[src/sv/pmgs_pkg.sv]
package pmgs_pkg;

  typedef struct packed {
    logic [7:0]  deadzone_radius;
    logic [11:0] gain_low;
    logic [11:0] gain_high;
    logic [7:0]  speed_low;
    logic [7:0]  speed_high;
    logic [15:0] idle_limit_ms;
    logic [11:0] axis_scale_x;
    logic [11:0] axis_scale_y;
  } cfg_t;

  typedef enum logic [2:0] {
    REG_DEADZONE_RADIUS = 3'd0,
    REG_GAIN_LOW        = 3'd1,
    REG_GAIN_HIGH       = 3'd2,
    REG_SPEED_LOW       = 3'd3,
    REG_SPEED_HIGH      = 3'd4,
    REG_IDLE_LIMIT_MS   = 3'd5,
    REG_AXIS_SCALE_X    = 3'd6,
    REG_AXIS_SCALE_Y    = 3'd7
  } reg_idx_t;

  localparam cfg_t CFG_RESET = '{
    deadzone_radius: 8'd0,
    gain_low:        12'd64,
    gain_high:       12'd256,
    speed_low:       8'd4,
    speed_high:      8'd24,
    idle_limit_ms:   16'd50,
    axis_scale_x:    12'd256,
    axis_scale_y:    12'd256
  };

  localparam int unsigned DIV_W = 32;

  // Datapath step commanded by the controller
  typedef enum logic [3:0] {
    OP_NONE,
    OP_LOAD,
    OP_SQUARE,
    OP_DEADZONE,
    OP_GAIN_SEL,
    OP_GAIN_DIV,
    OP_GAIN_FIX,
    OP_SCALE,
    OP_SCALE_DIV,
    OP_MOVE,
    OP_ACCUM,
    OP_QUOT_DIV,
    OP_QUOT_FIX,
    OP_EMIT
  } op_t;

  typedef struct packed {
    logic interp;
    logic div_done;
    logic out_free;
  } dp_status_t;

endpackage

[src/sv/pmgs_if.sv]
interface pmgs_in_if;
  logic              valid;
  logic              ready;
  logic signed [7:0] move_x;
  logic signed [7:0] move_y;
  logic [31:0]       now_ms;

  modport source (output valid, output move_x, output move_y, output now_ms, input ready);
  modport sink   (input valid, input move_x, input move_y, input now_ms, output ready);
endinterface

interface pmgs_out_if;
  logic              valid;
  logic              ready;
  logic signed [7:0] out_x;
  logic signed [7:0] out_y;

  modport source (output valid, output out_x, output out_y, input ready);
  modport sink   (input valid, input out_x, input out_y, output ready);
endinterface

[src/sv/pmgs_div.sv]
// Unsigned restoring divider, two quotient bits per cycle.
module pmgs_div #(
  parameter int W = 32
) (
  input  logic         clk,
  input  logic         rst_n,
  input  logic         start,
  input  logic [W-1:0] dividend,
  input  logic [W-1:0] divisor,
  output logic         done,
  output logic [W-1:0] quot,
  output logic [W-1:0] rem
);

  localparam int WP    = W + (W % 2);
  localparam int STEPS = WP / 2;
  localparam int CW    = $clog2(STEPS + 1);

  logic [WP:0]   rem_r, rem_nxt;
  logic [WP-1:0] quo_r, quo_nxt;
  logic [WP-1:0] dvs_r;
  logic [CW-1:0] cnt_r;
  logic          busy_r;
  logic          done_r;

  always_comb begin
    rem_nxt = rem_r;
    quo_nxt = quo_r;
    for (int i = 0; i < 2; i++) begin
      rem_nxt = {rem_nxt[WP-1:0], quo_nxt[WP-1]};
      quo_nxt = {quo_nxt[WP-2:0], 1'b0};
      if (rem_nxt >= {1'b0, dvs_r}) begin
        rem_nxt    = rem_nxt - {1'b0, dvs_r};
        quo_nxt[0] = 1'b1;
      end
    end
  end

  always_ff @(posedge clk) begin
    if (!rst_n) begin
      busy_r <= 1'b0;
      done_r <= 1'b0;
      cnt_r  <= '0;
    end else begin
      done_r <= 1'b0;
      if (start) begin
        busy_r <= 1'b1;
        cnt_r  <= CW'(STEPS);
      end else if (busy_r) begin
        cnt_r <= cnt_r - CW'(1);
        if (cnt_r == CW'(1)) begin
          busy_r <= 1'b0;
          done_r <= 1'b1;
        end
      end
    end
  end

  always_ff @(posedge clk) begin
    if (start) begin
      rem_r <= '0;
      quo_r <= WP'(dividend);
      dvs_r <= WP'(divisor);
    end else if (busy_r) begin
      rem_r <= rem_nxt;
      quo_r <= quo_nxt;
    end
  end

  assign done = done_r;
  assign quot = quo_r[W-1:0];
  assign rem  = rem_r[W-1:0];

endmodule

[src/sv/pmgs_dp.sv]
// Shaper datapath: deadzone, speed, gain, axis scaling, accumulation.
module pmgs_dp #(
  parameter int FRAC_DENOM = 256
) (
  input  logic                    clk,
  input  logic                    rst_n,
  input  pmgs_pkg::cfg_t          cfg,
  input  logic signed [7:0]       move_x,
  input  logic signed [7:0]       move_y,
  input  logic [31:0]             now_ms,
  input  pmgs_pkg::op_t           op,
  output pmgs_pkg::dp_status_t    status,
  input  logic                    out_ready,
  output logic                    out_valid,
  output logic signed [7:0]       out_x,
  output logic signed [7:0]       out_y
);

  localparam int DW = pmgs_pkg::DIV_W;
  localparam logic [DW-1:0] DENOM = DW'(FRAC_DENOM);
  localparam logic [24:0]   HALF  = 25'(FRAC_DENOM / 2);

  // sample and per-item working registers
  logic signed [7:0]  mx_r, my_r;
  logic [31:0]        now_r;
  logic [14:0]        sqx_r, sqy_r;
  logic [15:0]        r2_r;
  logic signed [7:0]  mzx_r, mzy_r;
  logic [7:0]         speed_r;
  logic [11:0]        gain_r;
  logic signed [21:0] iprod_r;
  logic [24:0]        pxx_r, pxy_r;
  logic signed [31:0] prodx_r, prody_r;
  logic signed [7:0]  resx_r, resy_r;
  logic signed [7:0]  outx_r, outy_r;
  logic               out_valid_r;

  // state kept between items
  logic signed [31:0] accx_r, accy_r;
  logic signed [7:0]  prevx_r, prevy_r;
  logic [31:0]        prevt_r;

  // divider lanes
  logic          div_start;
  logic [DW-1:0] dvdx, dvdy, dvs;
  logic          donex, doney;
  logic [DW-1:0] quotx, quoty, remx, remy;

  // combinational helpers
  logic signed [15:0] sqx_w, sqy_w;
  logic [15:0]        r2_w;
  logic [15:0]        sqsum;
  logic               dz_hit, idle, revx, revy;
  logic signed [7:0]  mzx, mzy;
  logic [7:0]         ax, ay, hi, lo, speed;
  logic               g_low, g_high;
  logic signed [12:0] gdiff;
  logic signed [8:0]  gnum;
  logic signed [21:0] iprod_w;
  logic [21:0]        iprod_mag;
  logic [7:0]         den;
  logic [11:0]        gq;
  logic signed [31:0] gx_s, gy_s;
  logic [31:0]        accx_mag, accy_mag;
  logic [6:0]         satx, saty;

  assign sqx_w = 16'(mx_r) * 16'(mx_r);
  assign sqy_w = 16'(my_r) * 16'(my_r);
  assign r2_w  = 16'(cfg.deadzone_radius) * 16'(cfg.deadzone_radius);
  assign sqsum = {1'b0, sqx_r} + {1'b0, sqy_r};

  assign dz_hit = (cfg.deadzone_radius != 8'd0) && (sqsum <= r2_r);
  assign mzx    = dz_hit ? 8'sd0 : mx_r;
  assign mzy    = dz_hit ? 8'sd0 : my_r;
  assign idle   = (now_r - prevt_r) > {16'd0, cfg.idle_limit_ms};
  assign revx   = (mzx != 8'sd0) && (prevx_r != 8'sd0) && (mzx[7] != prevx_r[7]);
  assign revy   = (mzy != 8'sd0) && (prevy_r != 8'sd0) && (mzy[7] != prevy_r[7]);

  assign ax    = mzx[7] ? (~mzx + 8'd1) : mzx;
  assign ay    = mzy[7] ? (~mzy + 8'd1) : mzy;
  assign hi    = (ax > ay) ? ax : ay;
  assign lo    = (ax > ay) ? ay : ax;
  assign speed = hi + (lo >> 1);

  assign g_low   = speed_r <= cfg.speed_low;
  assign g_high  = speed_r >= cfg.speed_high;
  assign gdiff   = $signed({1'b0, cfg.gain_high}) - $signed({1'b0, cfg.gain_low});
  assign gnum    = $signed({1'b0, speed_r - cfg.speed_low});
  assign iprod_w = 22'(gdiff) * 22'(gnum);
  assign iprod_mag = iprod_r[21] ? (~iprod_r + 22'd1) : iprod_r;
  assign den     = cfg.speed_high - cfg.speed_low;
  assign gq      = quotx[11:0];

  assign gx_s = $signed({7'd0, quotx[24:0]});
  assign gy_s = $signed({7'd0, quoty[24:0]});

  assign accx_mag = accx_r[31] ? (~accx_r + 32'd1) : accx_r;
  assign accy_mag = accy_r[31] ? (~accy_r + 32'd1) : accy_r;
  assign satx = (quotx > 32'd127) ? 7'd127 : quotx[6:0];
  assign saty = (quoty > 32'd127) ? 7'd127 : quoty[6:0];

  // divider operand select
  assign div_start = (op == pmgs_pkg::OP_GAIN_DIV) || (op == pmgs_pkg::OP_SCALE_DIV) ||
                     (op == pmgs_pkg::OP_QUOT_DIV);
  always_comb begin
    unique case (op)
      pmgs_pkg::OP_GAIN_DIV: begin
        dvdx = DW'(iprod_mag);
        dvdy = DW'(iprod_mag);
        dvs  = DW'(den);
      end
      pmgs_pkg::OP_SCALE_DIV: begin
        dvdx = DW'(pxx_r);
        dvdy = DW'(pxy_r);
        dvs  = DENOM;
      end
      default: begin
        dvdx = accx_mag;
        dvdy = accy_mag;
        dvs  = DENOM;
      end
    endcase
  end

  pmgs_div #(.W(DW)) u_div_x (
    .clk(clk), .rst_n(rst_n), .start(div_start), .dividend(dvdx), .divisor(dvs),
    .done(donex), .quot(quotx), .rem(remx)
  );

  pmgs_div #(.W(DW)) u_div_y (
    .clk(clk), .rst_n(rst_n), .start(div_start), .dividend(dvdy), .divisor(dvs),
    .done(doney), .quot(quoty), .rem(remy)
  );

  // kept state and output handshake
  always_ff @(posedge clk) begin
    if (!rst_n) begin
      accx_r      <= '0;
      accy_r      <= '0;
      prevx_r     <= '0;
      prevy_r     <= '0;
      prevt_r     <= '0;
      out_valid_r <= 1'b0;
    end else begin
      if (op == pmgs_pkg::OP_EMIT) begin
        out_valid_r <= 1'b1;
      end else if (out_ready) begin
        out_valid_r <= 1'b0;
      end
      unique case (op)
        pmgs_pkg::OP_DEADZONE: begin
          accx_r  <= (idle || revx) ? 32'sd0 : accx_r;
          accy_r  <= (idle || revy) ? 32'sd0 : accy_r;
          prevx_r <= mzx;
          prevy_r <= mzy;
          prevt_r <= now_r;
        end
        pmgs_pkg::OP_ACCUM: begin
          accx_r <= accx_r + prodx_r;
          accy_r <= accy_r + prody_r;
        end
        pmgs_pkg::OP_QUOT_FIX: begin
          accx_r <= accx_r[31] ? -$signed(remx) : $signed(remx);
          accy_r <= accy_r[31] ? -$signed(remy) : $signed(remy);
        end
        default: ;
      endcase
    end
  end

  // per-item payload, no reset
  always_ff @(posedge clk) begin
    unique case (op)
      pmgs_pkg::OP_LOAD: begin
        mx_r  <= move_x;
        my_r  <= move_y;
        now_r <= now_ms;
      end
      pmgs_pkg::OP_SQUARE: begin
        sqx_r <= sqx_w[14:0];
        sqy_r <= sqy_w[14:0];
        r2_r  <= r2_w;
      end
      pmgs_pkg::OP_DEADZONE: begin
        mzx_r   <= mzx;
        mzy_r   <= mzy;
        speed_r <= speed;
      end
      pmgs_pkg::OP_GAIN_SEL: begin
        gain_r  <= g_low ? cfg.gain_low : cfg.gain_high;
        iprod_r <= iprod_w;
      end
      pmgs_pkg::OP_GAIN_FIX: begin
        gain_r <= iprod_r[21] ? (cfg.gain_low - gq) : (cfg.gain_low + gq);
      end
      pmgs_pkg::OP_SCALE: begin
        pxx_r <= 25'(gain_r) * 25'(cfg.axis_scale_x) + HALF;
        pxy_r <= 25'(gain_r) * 25'(cfg.axis_scale_y) + HALF;
      end
      pmgs_pkg::OP_MOVE: begin
        prodx_r <= 32'(mzx_r) * gx_s;
        prody_r <= 32'(mzy_r) * gy_s;
      end
      pmgs_pkg::OP_QUOT_FIX: begin
        resx_r <= accx_r[31] ? -$signed({1'b0, satx}) : $signed({1'b0, satx});
        resy_r <= accy_r[31] ? -$signed({1'b0, saty}) : $signed({1'b0, saty});
      end
      pmgs_pkg::OP_EMIT: begin
        outx_r <= resx_r;
        outy_r <= resy_r;
      end
      default: ;
    endcase
  end

  assign status.interp   = !g_low && !g_high;
  assign status.div_done = donex && doney;
  assign status.out_free = !out_valid_r || out_ready;

  assign out_valid = out_valid_r;
  assign out_x     = outx_r;
  assign out_y     = outy_r;

endmodule

[src/sv/pmgs_ctrl.sv]
// Sequencer for one motion beat through the datapath.
module pmgs_ctrl (
  input  logic                 clk,
  input  logic                 rst_n,
  input  logic                 in_valid,
  output logic                 in_ready,
  input  pmgs_pkg::dp_status_t status,
  output pmgs_pkg::op_t        op
);

  typedef enum logic [3:0] {
    S_IDLE,
    S_SQUARE,
    S_DEADZONE,
    S_GAIN_SEL,
    S_GAIN_DIV,
    S_GAIN_WAIT,
    S_GAIN_FIX,
    S_SCALE,
    S_SCALE_DIV,
    S_SCALE_WAIT,
    S_MOVE,
    S_ACCUM,
    S_QUOT_DIV,
    S_QUOT_WAIT,
    S_QUOT_FIX,
    S_EMIT
  } state_t;

  state_t state_r, state_nxt;

  always_comb begin
    state_nxt = state_r;
    op        = pmgs_pkg::OP_NONE;
    unique case (state_r)
      S_IDLE: begin
        if (in_valid) begin
          op        = pmgs_pkg::OP_LOAD;
          state_nxt = S_SQUARE;
        end
      end
      S_SQUARE: begin
        op        = pmgs_pkg::OP_SQUARE;
        state_nxt = S_DEADZONE;
      end
      S_DEADZONE: begin
        op        = pmgs_pkg::OP_DEADZONE;
        state_nxt = S_GAIN_SEL;
      end
      S_GAIN_SEL: begin
        op        = pmgs_pkg::OP_GAIN_SEL;
        state_nxt = status.interp ? S_GAIN_DIV : S_SCALE;
      end
      S_GAIN_DIV: begin
        op        = pmgs_pkg::OP_GAIN_DIV;
        state_nxt = S_GAIN_WAIT;
      end
      S_GAIN_WAIT: begin
        if (status.div_done) state_nxt = S_GAIN_FIX;
      end
      S_GAIN_FIX: begin
        op        = pmgs_pkg::OP_GAIN_FIX;
        state_nxt = S_SCALE;
      end
      S_SCALE: begin
        op        = pmgs_pkg::OP_SCALE;
        state_nxt = S_SCALE_DIV;
      end
      S_SCALE_DIV: begin
        op        = pmgs_pkg::OP_SCALE_DIV;
        state_nxt = S_SCALE_WAIT;
      end
      S_SCALE_WAIT: begin
        if (status.div_done) state_nxt = S_MOVE;
      end
      S_MOVE: begin
        op        = pmgs_pkg::OP_MOVE;
        state_nxt = S_ACCUM;
      end
      S_ACCUM: begin
        op        = pmgs_pkg::OP_ACCUM;
        state_nxt = S_QUOT_DIV;
      end
      S_QUOT_DIV: begin
        op        = pmgs_pkg::OP_QUOT_DIV;
        state_nxt = S_QUOT_WAIT;
      end
      S_QUOT_WAIT: begin
        if (status.div_done) state_nxt = S_QUOT_FIX;
      end
      S_QUOT_FIX: begin
        op        = pmgs_pkg::OP_QUOT_FIX;
        state_nxt = S_EMIT;
      end
      S_EMIT: begin
        if (status.out_free) begin
          op        = pmgs_pkg::OP_EMIT;
          state_nxt = S_IDLE;
        end
      end
      default: state_nxt = S_IDLE;
    endcase
  end

  always_ff @(posedge clk) begin
    if (!rst_n) begin
      state_r <= S_IDLE;
    end else begin
      state_r <= state_nxt;
    end
  end

  assign in_ready = (state_r == S_IDLE);

endmodule

[src/sv/pointer_motion_gain_shaper.sv]
// Pointer motion gain shaper with sub-pixel accumulation.
// in_ch carries one motion beat (move_x, move_y, now_ms); out_ch returns one
// shaped beat (out_x, out_y) for every input beat, in order. Both channels move
// a beat when valid and ready are high at a rising clock edge.
// The cfg_ port writes register cfg_idx with cfg_data at any edge with cfg_we;
// write only while the block is idle.
// One beat is in flight at a time: in_ch.ready is high only while the
// sequencer waits for input, so the next beat is taken only once the
// previous result has been loaded into the output register. Each beat
// passes two or three divisions through the two-bit-per-cycle divider
// lanes, one per axis; the gain division is needed only when the speed
// falls between the two thresholds and the gain must be interpolated.
// The result sits in an output register, so a new input beat is taken while
// the previous result still waits; if the receiver stalls longer, the
// sequencer holds its finished result until the output register frees.
// Synchronous reset clears the accumulators, the previous-motion and time
// history, the output valid flag and restores all register defaults.
module pointer_motion_gain_shaper #(
  parameter int FRAC_DENOM = 256
) (
  input  logic        clk,
  input  logic        rst_n,
  pmgs_in_if.sink     in_ch,
  pmgs_out_if.source  out_ch,
  input  logic        cfg_we,
  input  logic [2:0]  cfg_idx,
  input  logic [15:0] cfg_data
);

  pmgs_pkg::cfg_t       cfg_r, cfg_nxt;
  pmgs_pkg::op_t        op;
  pmgs_pkg::dp_status_t status;
  logic                 in_ready;

  // register file: decode the write, keep every other field
  always_comb begin
    cfg_nxt = cfg_r;
    if (cfg_we) begin
      unique case (pmgs_pkg::reg_idx_t'(cfg_idx))
        pmgs_pkg::REG_DEADZONE_RADIUS: cfg_nxt.deadzone_radius = cfg_data[7:0];
        pmgs_pkg::REG_GAIN_LOW:        cfg_nxt.gain_low        = cfg_data[11:0];
        pmgs_pkg::REG_GAIN_HIGH:       cfg_nxt.gain_high       = cfg_data[11:0];
        pmgs_pkg::REG_SPEED_LOW:       cfg_nxt.speed_low       = cfg_data[7:0];
        pmgs_pkg::REG_SPEED_HIGH:      cfg_nxt.speed_high      = cfg_data[7:0];
        pmgs_pkg::REG_IDLE_LIMIT_MS:   cfg_nxt.idle_limit_ms   = cfg_data;
        pmgs_pkg::REG_AXIS_SCALE_X:    cfg_nxt.axis_scale_x    = cfg_data[11:0];
        pmgs_pkg::REG_AXIS_SCALE_Y:    cfg_nxt.axis_scale_y    = cfg_data[11:0];
        default: ;
      endcase
    end
  end

  always_ff @(posedge clk) begin
    if (!rst_n) begin
      cfg_r <= pmgs_pkg::CFG_RESET;
    end else begin
      cfg_r <= cfg_nxt;
    end
  end

  // sequencer: one step command per cycle, none while it waits for input, the dividers or the output register
  pmgs_ctrl u_ctrl (
    .clk      (clk),
    .rst_n    (rst_n),
    .in_valid (in_ch.valid),
    .in_ready (in_ready),
    .status   (status),
    .op       (op)
  );

  // datapath owns the history, the dividers and the output register
  pmgs_dp #(.FRAC_DENOM(FRAC_DENOM)) u_dp (
    .clk       (clk),
    .rst_n     (rst_n),
    .cfg       (cfg_r),
    .move_x    (in_ch.move_x),
    .move_y    (in_ch.move_y),
    .now_ms    (in_ch.now_ms),
    .op        (op),
    .status    (status),
    .out_ready (out_ch.ready),
    .out_valid (out_ch.valid),
    .out_x     (out_ch.out_x),
    .out_y     (out_ch.out_y)
  );

  assign in_ch.ready = in_ready;

endmodule

[src/flat_wrapper.sv]
// flat-port wrapper written by rule: the top's interface ports become plain ports
module pointer_motion_gain_shaper_flat 
#(
  parameter int FRAC_DENOM = 256
)
  (clk, rst_n, cfg_we, cfg_idx, cfg_data, in_ch_valid, in_ch_move_x, in_ch_move_y, in_ch_now_ms, in_ch_ready, out_ch_valid, out_ch_out_x, out_ch_out_y, out_ch_ready);
  pmgs_in_if in_ch_i ();
  pmgs_out_if out_ch_i ();
  input  logic clk;
  input  logic rst_n;
  input  logic cfg_we;
  input  logic [2:0] cfg_idx;
  input  logic [15:0] cfg_data;
  input wire logic [$bits(in_ch_i.valid)-1:0] in_ch_valid;
  input wire logic [$bits(in_ch_i.move_x)-1:0] in_ch_move_x;
  input wire logic [$bits(in_ch_i.move_y)-1:0] in_ch_move_y;
  input wire logic [$bits(in_ch_i.now_ms)-1:0] in_ch_now_ms;
  output wire logic [$bits(in_ch_i.ready)-1:0] in_ch_ready;
  output wire logic [$bits(out_ch_i.valid)-1:0] out_ch_valid;
  output wire logic [$bits(out_ch_i.out_x)-1:0] out_ch_out_x;
  output wire logic [$bits(out_ch_i.out_y)-1:0] out_ch_out_y;
  input wire logic [$bits(out_ch_i.ready)-1:0] out_ch_ready;
  assign in_ch_i.valid = in_ch_valid;
  assign in_ch_i.move_x = in_ch_move_x;
  assign in_ch_i.move_y = in_ch_move_y;
  assign in_ch_i.now_ms = in_ch_now_ms;
  assign in_ch_ready = in_ch_i.ready;
  assign out_ch_valid = out_ch_i.valid;
  assign out_ch_out_x = out_ch_i.out_x;
  assign out_ch_out_y = out_ch_i.out_y;
  assign out_ch_i.ready = out_ch_ready;
  pointer_motion_gain_shaper #(.FRAC_DENOM(FRAC_DENOM)) u_core (.clk(clk), .rst_n(rst_n), .in_ch(in_ch_i), .out_ch(out_ch_i), .cfg_we(cfg_we), .cfg_idx(cfg_idx), .cfg_data(cfg_data));
endmodule
[config.mk]
export PLATFORM = sky130hd
export DESIGN_NAME = pointer_motion_gain_shaper_flat
export DESIGN_NICKNAME = d
export VERILOG_FILES = /design/src/sv/pmgs_pkg.sv /design/src/sv/pmgs_if.sv /design/src/sv/pmgs_div.sv /design/src/sv/pmgs_dp.sv /design/src/sv/pmgs_ctrl.sv /design/src/sv/pointer_motion_gain_shaper.sv /design/src/flat_wrapper.sv
export SDC_FILE = /design/constraint.sdc
export NUM_CORES = 2
export LEC_CHECK = 0
export BUFFER_PORTS_ARGS = -buffer_cell sky130_fd_sc_hd__buf_4
export CAP_MARGIN = 20
export CORE_ASPECT_RATIO = 0.9
export CORE_MARGIN = 2
export CORE_UTILIZATION = 45
export CTS_CLUSTER_DIAMETER = 60
export DETAILED_ROUTE_END_ITERATION = 12
export GPL_TIMING_DRIVEN = 0
export HOLD_SLACK_MARGIN = 0.1
export RECOVER_POWER = 25
export SLEW_MARGIN = 0
export SYNTH_ARGS = -nofsm -noshare
export SYNTH_HDL_FRONTEND = slang
export SYNTH_SLANG_ARGS = --single-unit
[constraint.sdc]
create_clock -name clk -period 10.8 [get_ports clk]
set_clock_uncertainty 0.15 [all_clocks]
set_input_delay 0 -clock clk [delete_from_list [all_inputs] [get_ports clk]]
set_output_delay 0 -clock clk [all_outputs]
set_load 0.1 [all_outputs]
Word-level counts from Yosys, hierarchy flattened:

Cells that the tools add are included.

* register bits after elaboration: 677
* output and inout port bits: 18

* add/sub/neg operators: 27
* $mul: 8
* $lt $le $gt $ge: 11
* equal/unequal tests: 46
* mux-type cells: 61
* bitwise gates (word level): 8
* reductions and logical operators: 41

Operators by type and width (number)
* 2-to-1 mux 32 bit: 14
* case mux 32 bit (3 select lines): 2
* subtractor 32 bit: 5
* greater-or-equal comparator 33 x 32 -> 1 bit: 4
* case mux 32 bit (2 select lines): 2
* adder 32 x 1 -> 32 bit, second input constant: 2
* adder 32 bit: 2
* > comparator 32 x 7 -> 1 bit, second input constant: 2
* multiplier 8 x 26 -> 32 bit: 2
* negation 32 bit: 2
* inverter 32 bit: 2
* case mux 4 bit (16 select lines): 1
* == test 4 bit, second input constant: 14
* case mux 4 bit (13 select lines): 1
* adder 24 x 8 -> 25 bit, second input constant: 2
* multiplier 12 x 12 -> 24 bit: 2
* 2-to-1 mux 8 bit: 6
* nonzero test 8 bit: 5
* == test 4 x 3 -> 1 bit, second input constant: 8
* > comparator 32 x 16 -> 1 bit: 1
* multiplier 8 x 8 -> 15 bit: 2
* 2-to-1 mux 7 bit: 4
* 2-to-1 mux 12 bit: 2
* 2-to-1 mux 4 bit: 6
* other kinds (45): 109

Depth between registers and ports, before layout:

* depth after elaboration: 10
* mapped depth: 45
* depth with buffers taken out: 43

Cells and area by module:

From an unflattened synthesis, not the netlist that was laid out.

* cells, all modules: 8440
* area total of the unflattened synthesis: 76609.7 sq um

By module, submodules not included
* pmgs_dp: instances 1, cells an instance 6406, area each 57565.2 sq um, sequential area each 11120.7 sq um
* pmgs_div: instances 2, cells an instance 832, area each 7681.1 sq um, sequential area each 2702.6 sq um
* pointer_motion_gain_shaper: instances 1, cells an instance 322, area each 3328.2 sq um, sequential area each 1761.7 sq um
* pmgs_ctrl: instances 1, cells an instance 48, area each 354.1 sq um, sequential area each 80.1 sq um

Worst setup path after synthesis:

No wires, ideal clock.

* path type: register to register
* from: reg u_core.u_dp.sqx_r[3]
* to: reg u_core.u_dp.speed_r[7] (data pin)
* setup time: 259 ps
* arrival time: 7244 ps
* data required time: 10391 ps
* slack: 3147 ps
* cell stages (with the launch flop): 43
* path through: edfxtp_1 > ha_1 > a21o_1 > a21oi_1 > o21bai_1 > a21oi_1 > o21bai_1 > a21oi_1 > o21bai_1 > a21oi_1 > o21bai_1 > a21oi_1 > xnor2_1 > ha_1 > a21o_1 > a21o_1 > a21oi_1 > o21ai_0 > [... 7 more ...] > inv_1 > ha_1 > nor2b_1 > o21a_1 > o21ai_0 > nand2b_1 > a21oi_1 > o21ai_0 > o21ai_1 > clkbuf_1 > mux2_2 > ha_1 > a21oi_1 > o21bai_1 > a21oi_1 > o21bai_1 > a21oi_1 > xnor2_1

* longest elaborated chain between the ends: 10
* elaborated cells on any way between the ends: 15
* classes of those cells: add/sub (4); order compare (2); mux (6); bitwise (2); reduce/logical (1)

RTL lines
* from (decl): line pmgs_dp.sv:26 `logic [14:0] sqx_r, sqy_r;`
* from (signal assigned): line pmgs_dp.sv:180 `sqx_r <= sqx_w[14:0];`
* adder 15 x 15 -> 16 bit (*): line pmgs_dp.sv:70 `assign sqsum = {1'b0, sqx_r} + {1'b0, sqy_r};`
* <= comparator 16 bit (*): line pmgs_dp.sv:72 `assign dz_hit = (cfg.deadzone_radius != 8'd0) && (sqsum <= r2_r);`
* logical AND 1 bit (*): line pmgs_dp.sv:72
* 2-to-1 mux 8 bit, on equally long branches: line pmgs_dp.sv:73, pmgs_dp.sv:74
* inverter 8 bit, on equally long branches: line pmgs_dp.sv:79, pmgs_dp.sv:80
* adder 8 x 1 -> 8 bit, on equally long branches: line pmgs_dp.sv:79, pmgs_dp.sv:80
* 2-to-1 mux 8 bit, on equally long branches: line pmgs_dp.sv:79, pmgs_dp.sv:80
* > comparator 8 bit: line pmgs_dp.sv:81, pmgs_dp.sv:82
* 2-to-1 mux 8 bit, on equally long branches: line pmgs_dp.sv:81, pmgs_dp.sv:82
* adder 8 x 7 -> 8 bit (*): line pmgs_dp.sv:83 `assign speed = hi + (lo >> 1);`
* net u_core.u_dp.speed[7]: line pmgs_dp.sv:55 `logic [7:0] ax, ay, hi, lo, speed;`
* to (signal assigned): line pmgs_dp.sv:187 `speed_r <= speed;`
* to (decl): line pmgs_dp.sv:29 `logic [7:0] speed_r;`

Mark *: on every way through the listed nets, which the timed path passes. The rest lies on a longest branch.
A chain may end at the register's enable or synchronous reset.

Worst setup path after layout:

Same ends and word-level chain as after synthesis.

==> run summary <==
By area the synthesized netlist is led by sky130_fd_sc_hd__fa_1 (20%), sky130_fd_sc_hd__edfxtp_1 (16%), sky130_fd_sc_hd__ha_1 (11%), sky130_fd_sc_hd__dfxtp_1 (8.0%), sky130_fd_sc_hd__inv_1 (5.9%). The remaining routing DRC violations came out at 0. The fraction of final layout cells with drive strength greater than 1 came out at 4.05%. For this block, the routed nets add up to 230,000 µm of wire. The total area of multi-input combinational cells came out at 48,600 µm².

The final number of hold-violating endpoints is 0. The worst hold path terminates at u_core.cfg_r[40]$_SDFFE_PN0P_. The max-capacitance violation count is 5.

The count of final max-slew check failures is 128. For this run, global-route usage on met1 was measured as 37.8%. The final worst slack is 1.49 ns. Entering global routing, the biggest net connects 38 pins.

The global routing stage identified its most utilized layer as met2. After floorplanning, the core was divided into 138 placement rows. The detailed-routing iteration count for the pre-antenna-repair pass is 8. The number of synthesized register bits is 651. The final reports fail on capacitance limit, slew limit. The width of the die came out at 423 µm.

Before CTS, the worst setup slack after placement is 1.55 ns. TritonCTS built the clock tree. The average vias per placed instance came out at 5.58. The category of the most critical setup path is reg2reg. The number of antenna violations at the first check in global routing is 13. The worst setup path is captured at a register. The tree is rooted in a sky130_fd_sc_hd__clkbuf_16.

The worst register-to-register path ends at u_core.u_dp.speed_r[7]$_DFFE_PP_. The number of standard cells after synthesis came out at 8,055. The relative contribution of the clock network to total power came out at 22.0%.

At the later pin of the worst-skew pair, clock insertion delay measures 0.74 ns. The post-route core utilization is 50.3%. The floorplan die height came out at 381 µm. Summing all placed instances gives a cell area of 74,500 µm². For this run, the top clock speed supported by timing is 107 MHz. The global-route met3 utilization is 4.53%. Setup repair after global routing left no endpoint under its margin. The peak per-stage delay on the critical path is 0.59 ns.

The maximum net fanout on the critical path is 10. The combinational cell fraction of total power came out at 54.8%. The count of nets left with antenna violations once routing finished came out at 0.

The setup slack on the worst flop-to-flop path is 1.49 ns. The final design instance area without fill came out at 79,000 µm². For the worst flop-to-flop path, the logic depth is 42. The synthesized area per cell is 8.82 µm².

Global routing used 28.3% of the available tracks. The average wire per standard cell is 21.7 µm. For the pin with the worst max-slew slack, the measured transition is 2.00 ns. Clock-pin slew was measured on the worst setup and hold paths at 0.06 ns. The number of top-level pins is 90. The post-synth net total is 9,472. The startpoint of the tightest hold check path is cfg_data[0]. For this run the aggregate overflow at the end of global routing stands at 0. The ratio of final minimum period to clock period is 86.2%. The number of buffer cells added on primary ports is 78. The number of enable flip-flop cells after synthesis is 368. For this run, asynchronously set or reset flops after synthesis account for 0%. The hold-critical path depth is 4. The number of vias after detailed routing came out at 59,000. The global-route wire length before repair is 352,000 µm. The startpoint identified for the worst register-to-register timing path is u_core.u_dp.sqx_r[3]$_DFFE_PN_. The initial utilization of the core area, before any placement, comes to 45.2%. The internal power came out at 7.84 mW. The startpoint type of the worst setup path is a register. The areal power density over the cells is 175 nW/µm². The number of nets in the layout came out at 9,817. The cell area that synthesis handed to floorplanning was 71,000 µm².

The portion of total power attributed to sequential cells is 23.2%. The post-cts sizing count came out at 0. The worst hold path belongs to the class in2reg. The maximum vdd ir drop is 0.137 mV. The setup-violating endpoint count in the final report came out at 0.

The area growth from synthesis to layout came out at 11.2%. The weighted congestion reported at the end of routability-driven placement is 1.03. Among the stages of the critical path, the cell type that occurs most often is sky130_fd_sc_hd__a21oi_1. The worst path required time came out at 11.13 ns. For this run, the leading register cell type out of synthesis is sky130_fd_sc_hd__edfxtp_1. The met2 global-route usage came out at 46.0%.

The number of global-route vias before repair came out at 58,912. Net switching is 43.3% of the power. The area fraction of the dominant cell type after synthesis came out at 19.5%. The depth of the CTS H-tree is 3. The floorplan step defined a die boundary enclosing 161,000 µm².

The clock period minus final worst setup slack is 9.31 ns. The number of buffers created by CTS came out at 86. The count of different cell masters after synthesis came out at 101. Among all stages on the critical path, the largest delay is contributed by sky130_fd_sc_hd__o21ai_1. Adding up every negative setup slack in the final design gives 0 ns.

The flow ran to the end, but the final reports show violations. The final-layout fill cell count came out at 14,858. The maximum buffer depth of the clock tree is 3. The leading area contributor after synthesis is sky130_fd_sc_hd__fa_1.

The half-perimeter wire length of the detailed placement result came out at 185,000 µm. The number of DRC violations after detailed-routing iteration 0 came out at 5,273. The worst-case headroom to the max-slew limit is -33.3%. Registers take 16,700 µm². The worst endpoint data arrival time came out at 9.64 ns.

The leakage dissipation is 34.6 nW. CTS saw 651 sinks. The share of the Yosys chip area taken by registers is 23.5%.

For this run, the number of Yosys warnings is 0. The net switching power figure came out at 5.98 mW. The placeable core area is 157,000 µm².
==> how the worst max path moves through the flow <==
stage                              startpoint                               end
3_5_place_dp   u_core.u_dp.sqx_r[3]$_DFFE_PN_  u_core.u_dp.speed_r[7]$_DFFE_PP_
6_report       u_core.u_dp.sqx_r[3]$_DFFE_PN_  u_core.u_dp.speed_r[7]$_DFFE_PP_
2_1_floorplan  u_core.u_dp.sqx_r[3]$_DFFE_PN_  u_core.u_dp.speed_r[7]$_DFFE_PP_
4_1_cts        u_core.u_dp.sqx_r[3]$_DFFE_PN_  u_core.u_dp.speed_r[7]$_DFFE_PP_
5_1_grt        u_core.u_dp.sqx_r[3]$_DFFE_PN_  u_core.u_dp.speed_r[7]$_DFFE_PP_
3_3_place_gp   u_core.u_dp.sqx_r[3]$_DFFE_PN_  u_core.u_dp.speed_r[7]$_DFFE_PP_
==> cell families after synthesis <==
kind of cell	after synthesis	share of synthesized area [%]
AND/OR/NAND/NOR	2643	18.1
buffers and inverters	1489	8.00
AO/OA/AOI/OAI	1385	12.5
adder cells (fa/ha/maj)	1345	31.0
flip-flops	651	23.5
XOR/XNOR	500	6.19
multiplexers	42	0.611
==> registers in the layout, indices dropped and copies added (netlist names), 12 cells and up <==
name / flops
u_core.cfg_r: 88
u_core.u_dp.accx_r: 32
u_core.u_dp.accy_r: 32
u_core.u_dp.now_r: 32
u_core.u_dp.prevt_r: 32
u_core.u_dp.prodx_r: 32
u_core.u_dp.prody_r: 32
u_core.u_dp.u_div_x.quot: 32
u_core.u_dp.u_div_x.rem_r: 32
u_core.u_dp.u_div_y.quot: 32
u_core.u_dp.u_div_y.rem_r: 32
u_core.u_dp.pxx_r: 25
u_core.u_dp.pxy_r: 25
u_core.u_dp.iprod_r: 22
u_core.u_dp.r2_r: 15
u_core.u_dp.sqx_r: 14
u_core.u_dp.sqy_r: 14
u_core.u_dp.gain_r: 12
==> critical path, delay by kind of cell, from the launching register on <==
family / cells / cell delay, ns
simple gates: 6 / 0.84
xor+xnor: 1 / 0.10
flops: 1 / 0.42
compound gates: 26 / 4.71
fa+ha+maj: 5 / 1.64
buf+inv: 3 / 0.90
mux: 1 / 0.26
==> through the flow <==
step                hold WS (ns)  power, mW  std cells
floorplan                -0.0511       8.82       8055
global placement          0.0285       10.5      10233
detailed placement        0.0292       10.7      10246
CTS                        0.117       13.8      10572
global route               0.169       14.9      10574
finish                     0.164       13.8      10575
==> per-layer routing <==
layer / vias to the layer above / part of all wire (%) / routed length (µm)
met3: 438 / 7.0 / 16200
met5: - / 0.038 / 87
met4: 12 / 4.4 / 10000
met2: 1994 / 46 / 105000
met1: 29099 / 43 / 98100
li1: 27457 / - / -
==> synthesized netlist by cell type, types with 24 or more instances <==
cell type and n:
sky130_fd_sc_hd__nand2b_1 129, sky130_fd_sc_hd__or3_1 59, sky130_fd_sc_hd__nand2_1 956, sky130_fd_sc_hd__xor2_1 132
sky130_fd_sc_hd__ha_1 652, sky130_fd_sc_hd__or2_2 42, sky130_fd_sc_hd__nor2b_1 73, sky130_fd_sc_hd__and2_1 415
sky130_fd_sc_hd__xnor2_1 367, sky130_fd_sc_hd__a21oi_1 424, sky130_fd_sc_hd__o41ai_1 24, sky130_fd_sc_hd__fa_1 693
sky130_fd_sc_hd__a221oi_1 51, sky130_fd_sc_hd__a21o_1 114, sky130_fd_sc_hd__or4_1 35, sky130_fd_sc_hd__nand3_1 83
sky130_fd_sc_hd__o31ai_1 38, sky130_fd_sc_hd__o211ai_1 24, sky130_fd_sc_hd__a211oi_1 25, sky130_fd_sc_hd__clkbuf_1 341
sky130_fd_sc_hd__nor3_1 118, sky130_fd_sc_hd__o21bai_1 35, sky130_fd_sc_hd__a222oi_1 46, sky130_fd_sc_hd__nor4_1 48
sky130_fd_sc_hd__o21ai_1 29, sky130_fd_sc_hd__o21ai_0 304, sky130_fd_sc_hd__a21boi_0 30, sky130_fd_sc_hd__mux2i_1 31
sky130_fd_sc_hd__a31oi_1 41, sky130_fd_sc_hd__nand4_1 41, sky130_fd_sc_hd__o21a_1 48, sky130_fd_sc_hd__and3_1 38
sky130_fd_sc_hd__dfxtp_1 283, sky130_fd_sc_hd__edfxtp_1 368, sky130_fd_sc_hd__nor2_1 531, sky130_fd_sc_hd__inv_1 1108
==> cell usage in the layout, fill, tap and decap left out, drive strengths merged, types with 24 or more instances in the layout <==
cell type,n
inv,1126
nand2,956
fa,693
ha,652
nor2,532
clkbuf,530
a21oi,424
and2,415
edfxtp,368
xnor2,368
o21ai,333
dfxtp,283
dlygate4sd3,164
xor2,132
nand2b,129
nor3,121
a21o,114
nand3,83
nor2b,73
or3,60
nor4,55
a221oi,51
o21a,48
buf,48
a222oi,46
or2,43
nand4,41
a31oi,41
and3,38
o31ai,38
or4,37
o21bai,35
mux2i,31
a21boi,30
clkinv,30
a211oi,25
o211ai,25
o41ai,24
==> layout make-up <==
| type | instances | share of cell area (%) |
|---|---|---|
| multi-input cells | 5915 | 61.6 |
| flip-flops and latches | 651 | 21.2 |
| inverters | 1112 | 5.29 |
| well taps | 2100 | 3.33 |
| clock buffers | 108 | 2.96 |
| repair buffers | 257 | 2.94 |
| plain buffers | 377 | 1.91 |
| clock inverters | 54 | 0.827 |
| diodes | 1 | 0.00317 |
==> timing repair <==
| action | 4_1_cts | 5_1_grt |
|---|---|---|
| hold buffers | 164 | 0 |
| hold endpoints to repair | 216 | 0 |
| setup buffers | 0 | 0 |
==> power groups by stage <==
stage               sequential, mW  combinational [mW]  clock [mW]
floorplan                     3.16                5.66           0
global placement              3.25                7.27           0
detailed placement            3.25                7.41           0
CTS                           3.20                7.51        3.08
global route                  3.22                8.49        3.16
finish                        3.20                7.58        3.04
Note: power is estimated with default switching activity, not from simulation.
